--- src/hw/rtl/scpr_pkg.sv ---
package scpr_pkg;

   // Field widths fixed by the item formats
   localparam int PAGE_W      = 32;
   localparam int FRAME_IDX_W = 4;
   localparam int CNT_W       = 32;
   localparam int CFG_W       = 5;

   // Result tdata: frame_index, evicted_valid, evicted_page, fault_total, padded to bytes
   localparam int RSP_FIELDS_W = FRAME_IDX_W + 1 + PAGE_W + CNT_W;
   localparam int RSP_TDATA_W  = ((RSP_FIELDS_W + 7) / 8) * 8;

   // Defaults
   localparam int                 DEFAULT_MAX_FRAMES = 16;
   localparam logic [CFG_W-1:0]   CFG_RESET          = CFG_W'(3);

   // Controller states
   typedef enum logic [2:0] {
      ST_IDLE,
      ST_SEARCH,
      ST_SWEEP,
      ST_VICTIM,
      ST_DONE
   } state_type;

endpackage

--- src/hw/rtl/second_chance_page_replacer.sv ---
// Second-chance (clock) page replacer.
// req channel: one page reference per item (tdata = page number, tlast = last
// reference of a trace). rsp channel: one result per reference (tuser = hit,
// tdata = frame index, evicted flag, evicted page, fault count). csr channel:
// writes the number of frames in use (0 acts as 1, above MAX_FRAMES acts as
// MAX_FRAMES); write it only while no reference is in flight.
// Page tags live in a one-port-read, one-port-write synchronous memory; the
// valid and reference bits are flip-flops. One reference is processed at a
// time and the tag search reads one frame per cycle. A hit ends the search at
// the matching frame, sets its reference bit and stages the result. A miss
// searches all n frames, then sweeps from the hand, clearing each set
// reference bit, up to the first frame that is invalid or has its bit clear;
// that frame is the victim, its new tag is written and the result is staged.
// The block returns to idle before the next reference is taken.
// A finished result waits in the output register while the next reference
// is already being searched; a stalled receiver holds the block only when a
// second result is ready to go out. A reference with tlast clears all frames,
// the hand and the fault count after its result. Reset clears the same state
// and sets the frame count to 3.
module second_chance_page_replacer
   import scpr_pkg::*;
#(
   parameter int MAX_FRAMES = DEFAULT_MAX_FRAMES
) (
   input  logic                   clock,
   input  logic                   reset,
   // reference in
   input  logic                   req_tvalid,
   output logic                   req_tready,
   input  logic [PAGE_W-1:0]      req_tdata,   // [31:0] page_number
   input  logic                   req_tlast,   // last_of_trace
   // result out
   output logic                   rsp_tvalid,
   input  logic                   rsp_tready,
   output logic [RSP_TDATA_W-1:0] rsp_tdata,   // [3:0] frame_index, [4] evicted_valid,
                                               // [36:5] evicted_page, [68:37] fault_total
   output logic                   rsp_tuser,   // [0] hit
   // frame count register
   input  logic                   csr_valid,
   output logic                   csr_ready,
   input  logic [CFG_W-1:0]       csr_data     // frames_in_use
);

   localparam int IW = (MAX_FRAMES > 1) ? $clog2(MAX_FRAMES) : 1;
   localparam int NW = ((IW > CFG_W) ? IW : CFG_W) + 1;

   // Control state
   state_type               state_ff, state_in;
   logic [CFG_W-1:0]        cfg_ff, cfg_in;
   logic [IW-1:0]           idx_ff, idx_in;
   logic [IW-1:0]           hand_ff, hand_in;
   logic [CNT_W-1:0]        cnt_ff, cnt_in;
   logic [MAX_FRAMES-1:0]   valid_ff, valid_in;
   logic [MAX_FRAMES-1:0]   ref_ff, ref_in;
   logic                    rsp_valid_ff, rsp_valid_in;

   // Payload
   logic [PAGE_W-1:0]       page_ff, page_in;
   logic                    last_ff, last_in;
   logic                    res_hit_ff, res_hit_in;
   logic [IW-1:0]           res_frame_ff, res_frame_in;
   logic                    res_ev_valid_ff, res_ev_valid_in;
   logic [PAGE_W-1:0]       res_ev_page_ff, res_ev_page_in;
   logic [CNT_W-1:0]        res_fault_ff, res_fault_in;
   logic                    rsp_hit_ff, rsp_hit_in;
   logic [FRAME_IDX_W-1:0]  rsp_frame_ff, rsp_frame_in;
   logic                    rsp_ev_valid_ff, rsp_ev_valid_in;
   logic [PAGE_W-1:0]       rsp_ev_page_ff, rsp_ev_page_in;
   logic [CNT_W-1:0]        rsp_fault_ff, rsp_fault_in;

   // Tag memory
   logic [PAGE_W-1:0]       tag_mem [MAX_FRAMES];
   logic [PAGE_W-1:0]       rd_data_ff;
   logic [IW-1:0]           rd_addr;
   logic                    tag_we;

   // Helpers
   logic [NW-1:0]           n_active;
   logic [NW-1:0]           idx_inc;
   logic [IW-1:0]           idx_wrap;
   logic [IW-1:0]           hand_start;
   logic [CNT_W-1:0]        cnt_sat;
   logic                    req_take;
   logic                    match;
   logic                    last_idx;
   logic                    skip;
   logic                    out_free;

   // Clamp the frame count to 1..MAX_FRAMES
   always_comb begin
      if (cfg_ff == '0) begin
         n_active = NW'(1);
      end else if (NW'(cfg_ff) > NW'(MAX_FRAMES)) begin
         n_active = NW'(MAX_FRAMES);
      end else begin
         n_active = NW'(cfg_ff);
      end
   end

   assign idx_inc    = NW'(idx_ff) + NW'(1);
   assign idx_wrap   = (idx_inc >= n_active) ? '0 : IW'(idx_inc);
   assign hand_start = (NW'(hand_ff) >= n_active) ? '0 : hand_ff;
   assign cnt_sat    = (cnt_ff == '1) ? cnt_ff : cnt_ff + CNT_W'(1);
   assign req_take   = req_tvalid && req_tready;
   assign match      = valid_ff[idx_ff] && (rd_data_ff == page_ff);
   assign last_idx   = (idx_inc >= n_active);
   assign skip       = valid_ff[idx_ff] && ref_ff[idx_ff];
   assign out_free   = !rsp_valid_ff || rsp_tready;

   // Next state
   always_comb begin
      state_in = state_ff;
      case (state_ff)
         ST_IDLE: begin
            if (req_take) state_in = ST_SEARCH;
         end
         ST_SEARCH: begin
            if (match) begin
               state_in = ST_DONE;
            end else if (last_idx) begin
               state_in = ST_SWEEP;
            end
         end
         ST_SWEEP: begin
            if (!skip) state_in = ST_VICTIM;
         end
         ST_VICTIM: state_in = ST_DONE;
         ST_DONE: begin
            if (out_free) state_in = ST_IDLE;
         end
         default: state_in = ST_IDLE;
      endcase
   end

   // State machine outputs: input handshake, memory read address, tag write
   always_comb begin
      req_tready = 1'b0;
      rd_addr    = '0;
      tag_we     = 1'b0;
      case (state_ff)
         ST_IDLE:   req_tready = 1'b1;
         ST_SEARCH: rd_addr    = IW'(idx_inc);
         ST_SWEEP:  rd_addr    = idx_ff;
         ST_VICTIM: tag_we     = 1'b1;
         default: begin
            rd_addr = '0;
         end
      endcase
   end

   // Datapath and bit updates
   always_comb begin
      cfg_in          = cfg_ff;
      idx_in          = idx_ff;
      hand_in         = hand_ff;
      cnt_in          = cnt_ff;
      valid_in        = valid_ff;
      ref_in          = ref_ff;
      page_in         = page_ff;
      last_in         = last_ff;
      res_hit_in      = res_hit_ff;
      res_frame_in    = res_frame_ff;
      res_ev_valid_in = res_ev_valid_ff;
      res_ev_page_in  = res_ev_page_ff;
      res_fault_in    = res_fault_ff;
      rsp_valid_in    = rsp_valid_ff && !rsp_tready;
      rsp_hit_in      = rsp_hit_ff;
      rsp_frame_in    = rsp_frame_ff;
      rsp_ev_valid_in = rsp_ev_valid_ff;
      rsp_ev_page_in  = rsp_ev_page_ff;
      rsp_fault_in    = rsp_fault_ff;

      // take a frame count write
      if (csr_valid && csr_ready) cfg_in = csr_data;

      case (state_ff)
         ST_IDLE: begin
            // latch the reference, start the search at frame 0
            if (req_take) begin
               page_in = req_tdata;
               last_in = req_tlast;
               idx_in  = '0;
            end
         end
         ST_SEARCH: begin
            if (match) begin
               ref_in[idx_ff]  = 1'b1;
               res_hit_in      = 1'b1;
               res_frame_in    = idx_ff;
               res_ev_valid_in = 1'b0;
               res_ev_page_in  = '0;
               res_fault_in    = cnt_ff;
               if (last_ff) begin
                  valid_in = '0;
                  ref_in   = '0;
                  hand_in  = '0;
                  cnt_in   = '0;
               end
            end else if (last_idx) begin
               // miss: start the sweep at the hand
               idx_in = hand_start;
            end else begin
               idx_in = IW'(idx_inc);
            end
         end
         ST_SWEEP: begin
            // give a second chance: clear the bit and advance
            if (skip) begin
               ref_in[idx_ff] = 1'b0;
               idx_in         = idx_wrap;
            end
         end
         ST_VICTIM: begin
            // load the new page into the victim frame
            res_hit_in      = 1'b0;
            res_frame_in    = idx_ff;
            res_ev_valid_in = valid_ff[idx_ff];
            res_ev_page_in  = valid_ff[idx_ff] ? rd_data_ff : '0;
            res_fault_in    = cnt_sat;
            valid_in[idx_ff] = 1'b1;
            ref_in[idx_ff]   = 1'b1;
            hand_in          = idx_wrap;
            cnt_in           = cnt_sat;
            if (last_ff) begin
               valid_in = '0;
               ref_in   = '0;
               hand_in  = '0;
               cnt_in   = '0;
            end
         end
         ST_DONE: begin
            // move the result into the output register once it is free
            if (out_free) begin
               rsp_valid_in    = 1'b1;
               rsp_hit_in      = res_hit_ff;
               rsp_frame_in    = FRAME_IDX_W'(res_frame_ff);
               rsp_ev_valid_in = res_ev_valid_ff;
               rsp_ev_page_in  = res_ev_page_ff;
               rsp_fault_in    = res_fault_ff;
            end
         end
         default: begin
            idx_in = '0;
         end
      endcase
   end

   // Control registers
   always_ff @(posedge clock) begin
      if (reset) begin
         state_ff     <= ST_IDLE;
         cfg_ff       <= CFG_RESET;
         idx_ff       <= '0;
         hand_ff      <= '0;
         cnt_ff       <= '0;
         valid_ff     <= '0;
         ref_ff       <= '0;
         rsp_valid_ff <= 1'b0;
      end else begin
         state_ff     <= state_in;
         cfg_ff       <= cfg_in;
         idx_ff       <= idx_in;
         hand_ff      <= hand_in;
         cnt_ff       <= cnt_in;
         valid_ff     <= valid_in;
         ref_ff       <= ref_in;
         rsp_valid_ff <= rsp_valid_in;
      end
   end

   // Payload registers
   always_ff @(posedge clock) begin
      page_ff         <= page_in;
      last_ff         <= last_in;
      res_hit_ff      <= res_hit_in;
      res_frame_ff    <= res_frame_in;
      res_ev_valid_ff <= res_ev_valid_in;
      res_ev_page_ff  <= res_ev_page_in;
      res_fault_ff    <= res_fault_in;
      rsp_hit_ff      <= rsp_hit_in;
      rsp_frame_ff    <= rsp_frame_in;
      rsp_ev_valid_ff <= rsp_ev_valid_in;
      rsp_ev_page_ff  <= rsp_ev_page_in;
      rsp_fault_ff    <= rsp_fault_in;
   end

   // Tag memory: write the victim, registered read
   always_ff @(posedge clock) begin
      if (tag_we) tag_mem[idx_ff] <= page_ff;
      rd_data_ff <= tag_mem[rd_addr];
   end

   // Ports
   assign csr_ready  = 1'b1;
   assign rsp_tvalid = rsp_valid_ff;
   assign rsp_tuser  = rsp_hit_ff;
   assign rsp_tdata  = RSP_TDATA_W'({rsp_fault_ff, rsp_ev_page_ff, rsp_ev_valid_ff,
                                     rsp_frame_ff});

endmodule
--- config.mk ---
export PLATFORM = sky130hd
export DESIGN_NAME = second_chance_page_replacer
export DESIGN_NICKNAME = d
export VERILOG_FILES = /design/src/hw/rtl/scpr_pkg.sv /design/src/hw/rtl/second_chance_page_replacer.sv
export SDC_FILE = /design/constraint.sdc
export NUM_CORES = 1
export LEC_CHECK = 0
export BUFFER_PORTS_ARGS = -buffer_cell sky130_fd_sc_hd__buf_2
export CELL_PAD_IN_SITES_DETAIL_PLACEMENT = 1
export CELL_PAD_IN_SITES_GLOBAL_PLACEMENT = 1
export CORE_MARGIN = 3
export CORE_UTILIZATION = 30
export CTS_CLUSTER_SIZE = 10
export DETAILED_ROUTE_END_ITERATION = 7
export PLACE_DENSITY = 0.51
export SLEW_MARGIN = 20
export SYNTH_ARGS = -nofsm -noshare
export SYNTH_HDL_FRONTEND = slang
export SYNTH_SLANG_ARGS = --single-unit
export TNS_END_PERCENT = 30
--- constraint.sdc ---
create_clock -name clock -period 7.5 [get_ports clock]
set_input_delay 2.25 -clock clock [delete_from_list [all_inputs] [get_ports clock]]
set_output_delay 2.25 -clock clock [all_outputs]
set_load 0.03 [all_outputs]
Yosys cells after proc, flatten, opt, wreduce, memory -nomap -nowiden:

Memory sizes are Yosys's and may differ from the RTL's. A register that Yosys moved wholly into a read port is not among the register bits.
Index checks and enable logic that the tools add are counted.
W data, S select, Z words.

* input bits: 43
* bits in writable memories: 512
* memories kept: 1
* output and inout bits: 76
* flip-flop bits (word level): 254
* logic and storage cells: 123

Memories
* tag_mem: depth 16, width 32, read ports 1, clocked after memory_dff 1, wr ports 1, RTL line second_chance_page_replacer.sv:72 `logic [PAGE_W-1:0] tag_mem [MAX_FRAMES];`

* bitwise logic cells: 5
* order comparisons: 5
* $add $sub $neg: 2
* equal/unequal tests: 14
* multiplexer cells: 56
* reduce and logical (&&, ||, !) cells: 20

Operators by type and width (number)
* $mux W32: 7
* $pmux W32 S2: 3
* $mux W16: 6
* $pmux W16 S3: 1
* $mux W4: 10
* $add A32 B1 Y32 const B: 1
* $eq A32 B32 Y1: 1
* $eq A32 B32 Y1 const B: 1
* $or A16 B16 Y16: 2
* $pmux W16 S2: 1
* $pmux W4 S2: 3
* $and A16 B16 Y16: 1
* $not A16 Y16: 1
* $pmux W4 S4: 1
* $mux W3: 5
* $pmux W3 S5: 1
* $ne A2 B2 Y1 const B: 7
* $mux W1: 11
* $bmux W1 S4: 2
* $reduce_and A4 Y1: 2
* $eq A3 B2 Y1 const B: 2
* $ge A4 B6 Y1: 1
* $ge A5 B6 Y1: 1
* $mux W6: 1
* other kinds (21): 30

Depth between registers and ports, before layout:

* depth in word-level cells: 8
* depth in mapped cells: 12
* gate-level depth less buffers: 11

Least setup slack after synthesis:

OpenSTA, ideal clock, no wires.

* path kind: input port to flip-flop
* from: input port rsp_tready
* to: register rsp_ev_page_ff[0], enable pin
* cell stages on the path: 2
* data arrival time: 5.255 ns
* path slack: 1.747 ns
* path through: nor2b_1 > nor2_1

* longest elaborated chain between the ends: 2

Ends and longest elaborated chain
* from (decl): RTL line second_chance_page_replacer.sv:34 `input logic rsp_tready,`
* $logic_or A1 B1 Y1: RTL line second_chance_page_replacer.sv:108 `assign out_free = !rsp_valid_ff || rsp_tready;`
* $reduce_and A2 Y1 (no line)
* to (signal assigned): RTL line second_chance_page_replacer.sv:283 `rsp_ev_page_ff <= rsp_ev_page_in;`
* to (decl): RTL line second_chance_page_replacer.sv:68 `logic [PAGE_W-1:0] rsp_ev_page_ff, rsp_ev_page_in;`

No other way between the ends.
A chain may end at the register's enable or synchronous reset.

Worst setup path after layout:

* from: register idx_ff[2]
* to: register res_fault_ff[1], enable pin

* longest elaborated chain between the ends: 5

Ends and longest elaborated chain
* from (decl): RTL line second_chance_page_replacer.sv:50 `logic [IW-1:0] idx_ff, idx_in;`
* from (signal assigned): RTL line second_chance_page_replacer.sv:262 `idx_ff <= idx_in;`
* $bmux W1 S4: RTL line second_chance_page_replacer.sv:105 `assign match = valid_ff[idx_ff] && (rd_data_ff == page_ff);`
* $mux W1 (implied by the code): RTL line second_chance_page_replacer.sv:105
* $logic_and A1 B1 Y1: RTL line second_chance_page_replacer.sv:105
* $ne A2 B2 Y1 (no line)
* $reduce_and A2 Y1 (no line)
* to (signal assigned): RTL line second_chance_page_replacer.sv:279 `res_fault_ff <= res_fault_in;`
* to (decl): RTL line second_chance_page_replacer.sv:64 `logic [CNT_W-1:0] res_fault_ff, res_fault_in;`

No other way between the ends. The select of a mux whose other input is x is not followed.

==> impl_metrics.ini <==
[clock_network]
postCtsSetupBuffers = 0
cts.sinks = 798
clk_latency_ps = 650
cts_buffers = 93
holdBufCountCts = 0
cts_max_level = 3
clockRootBuffer = clkbuf_16
post_cts_resized = 0
clk_pin_slew_ps = 60
cts_tree = done
clockBufferDepth = 3

[worst_setup_path]
crit_path_end_kind = register
crit_fanout = 43
cpPeakStageDelay_ps = 630
worst_r2r_endpoint = res_fault_ff[1]$_DFFE_PP_
r2r_setup_slack_ps = 2900
crit_slowest_cell = nor2b_1
arrival_ps = 4840
start_kind = register
rr_worst_depth = 8
crit_type = register to register
cp_data_required_time_ps = 7740
rr_startpoint = idx_ff[2]$_SDFFE_PP0P_
worstPathCellList = nor2b_1 > a22oi_1 > nand2_1 > buf_4 > a31o_2 > nand2_1 > clkinv_2 > buf_4

[drt]
drt-total-wl_um = 85800
drt-vias-per-instance = 4.96
vias = 16724
postRouteAntennaNets = 0
drtIter0Drc = 1295
wl_per_cell_um = 25.4
drc_errors = 0
firstDrtPassIters = 5

[sta]
finalHoldViolations = 0
tns_ps = 0
worst_pin_slew_ps = 1130
clock-skew-final_ps = 55.0
maxSlewHeadroom = 0.236
period_needed_ps = 4600
maxSlewViolCount = 0
fin_hold_ws_ps = 411
fmax_mhz = 218
rsz0062_at_grt = no
min_period_over_period = 0.613
setup_viol = 0

[cells_and_area]
final_cells = 3372
fin_nets = 1990
layout_commonest_cell = edfxtp_1
final_cell_mix = edfxtp_1, mux4_2, nand2_1
post-route-util = 0.352
synthToLayoutAreaGrowth_pct = 15.8
drive_gt1_frac = 0.220

[logic_synthesis]
synth_area_leaders = edfxtp_1, mux4_2, dfxtp_1, nand2_1, xnor2_1
synth.top_cell.area_share = 0.663
ys_seq_elements = 798
synth-edff-count = 685
synth_cells = 1800
async_flop_share = 0
synthFlopType = edfxtp_1
yosysTopAreaCell = edfxtp_1
synth_warnings = 0
yosysSeqAreaShare = 0.736
netlist_area_um2 = 31000
syn_avg_cell_area_um2 = 17.2
yosysUniqueCellTypes = 67

[floorplanning]
die_area_um2 = 107000
die_h_um = 328
start_util = 0.304
ios = 119
die_x_um = 328
rows = 117
coreArea_um2 = 102000

[placement]
place_inst = 3206
place.gp.congestion = 0.762
hpwl_um = 46500
portBuffers = 114

[global_route]
grt_max_degree = 128
grt_use_total = 0.159
antenna_found_initial = 6
overflow = 0
grt_pass1_vias = 18044
grt_pass1_wl_um = 125000

[run_status]
status = completed

[worst_hold_path]
whs_path_depth = 0
min_from = res_ev_page_ff[27]$_SDFFCE_PN0P_
worstHoldEndpoint = rsp_ev_page_ff[27]$_DFFE_PP_
holdCritPathClass = register to register

[run]
cap_violations = 0

[power_and_ir_drop]
total_power_w = 0.0101
p_leak_nw = 11.6
peakVddDrop_v = 0.000202
powerDensity_nw_per_um2 = 282
## per-layer routing
layer / wire (µm) / track usage / vias to the layer above
li1: - / - / 7359
met1: 38800 / 0.217 / 8883
met2: 41800 / 0.267 / 364
met3: 3170 / 0.0215 / 118
met4: 2040 / 0.0438 / 0
met5: 0 / 0 / -
## kinds of logic after synthesis
family / Yosys count / share of synthesized area
flops: 798 / 0.736
simple gates: 392 / 0.0613
compound gates: 250 / 0.0547
mux: 142 / 0.101
buf+inv: 137 / 0.0230
xor+xnor: 65 / 0.0184
fa+ha+maj: 14 / 0.00565
other cells: 2 / 0.000242
## worst max-delay path by stage
stage / to / startpoint
floorplan: rsp_ev_page_ff[0]$_DFFE_PP_ / rsp_tready
global placement: cnt_ff[21]$_SDFFE_PP0P_ / reset
detailed placement: valid_ff[12]$_SDFFE_PP0P_ / reset
CTS: res_fault_ff[1]$_DFFE_PP_ / idx_ff[2]$_SDFFE_PP0P_
global route: res_fault_ff[1]$_DFFE_PP_ / idx_ff[2]$_SDFFE_PP0P_
finish: res_fault_ff[1]$_DFFE_PP_ / idx_ff[2]$_SDFFE_PP0P_
## sequential cells by signal, summed over array words and instances (netlist names), 3 cells and up
name and cells:
res_frame_ff 4, cfg_ff 5, cnt_ff 32, state_ff 3, page_ff 32, rsp_fault_ff 32, res_fault_ff 32, rsp_frame_ff 4
ref_ff 16, hand_ff 4, tag_mem 512, rsp_ev_page_ff 32, res_ev_page_ff 32, rd_data_ff 32, valid_ff 16, idx_ff 4
## per-stage QoR
| step | instance area [µm²] | worst slack, ps |
|---|---|---|
| global placement | 33200 | 2740 |
| floorplan | 31000 | 1750 |
| CTS | 35900 | 2880 |
| detailed placement | 33200 | 2690 |
| finish | 35900 | 2900 |
| global route | 35900 | 2630 |
## Yosys cell counts (3+ instances only)
library cell,count
mux4_2,136
nor2_1,90
o21ai_1,3
a311oi_1,12
buf_2,17
buf_1,10
and4_4,3
buf_4,11
mux2i_1,5
nor2b_1,6
nand3_1,25
or3_1,10
a211oi_1,54
xor2_1,17
nand2b_1,4
clkbuf_1,62
nand3b_1,3
xnor2_1,48
a31oi_1,57
a21o_1,3
dfxtp_1,113
buf_8,5
clkbuf_2,3
nand2_1,135
inv_1,18
or4_1,5
ha_1,14
nand4_1,14
a21oi_1,43
and3_1,40
o31ai_1,3
a22oi_1,7
o21ai_0,39
nor3_1,10
a41oi_1,4
o211ai_1,3
and2_1,33
edfxtp_1,685
a22o_1,5
buf_6,10
## power by group
group          switching, W  internal (W)
clock network       0.00175       0.00236
logic              0.000505      0.000397
registers          0.000150       0.00495
## critical path: cells and delay by family (launching register included)
kind,cells,cell delay [ps]
buf+inv,3,1660
simple gates,3,1400
compound gates,2,460
flops,1,580
## cell type report
cell class | instances | area, µm²
well taps | 1368 | 1710
inverters | 19 | 72.6
clock buffers | 151 | 2600
repair buffers | 154 | 896
flip-flops and latches | 798 | 22800
clock inverters | 14 | 133
multi-input cells | 867 | 7690
fillers | 10389 | 66200
diodes | 1 | 2.50
Note: power is estimated with default switching activity, not from simulation.
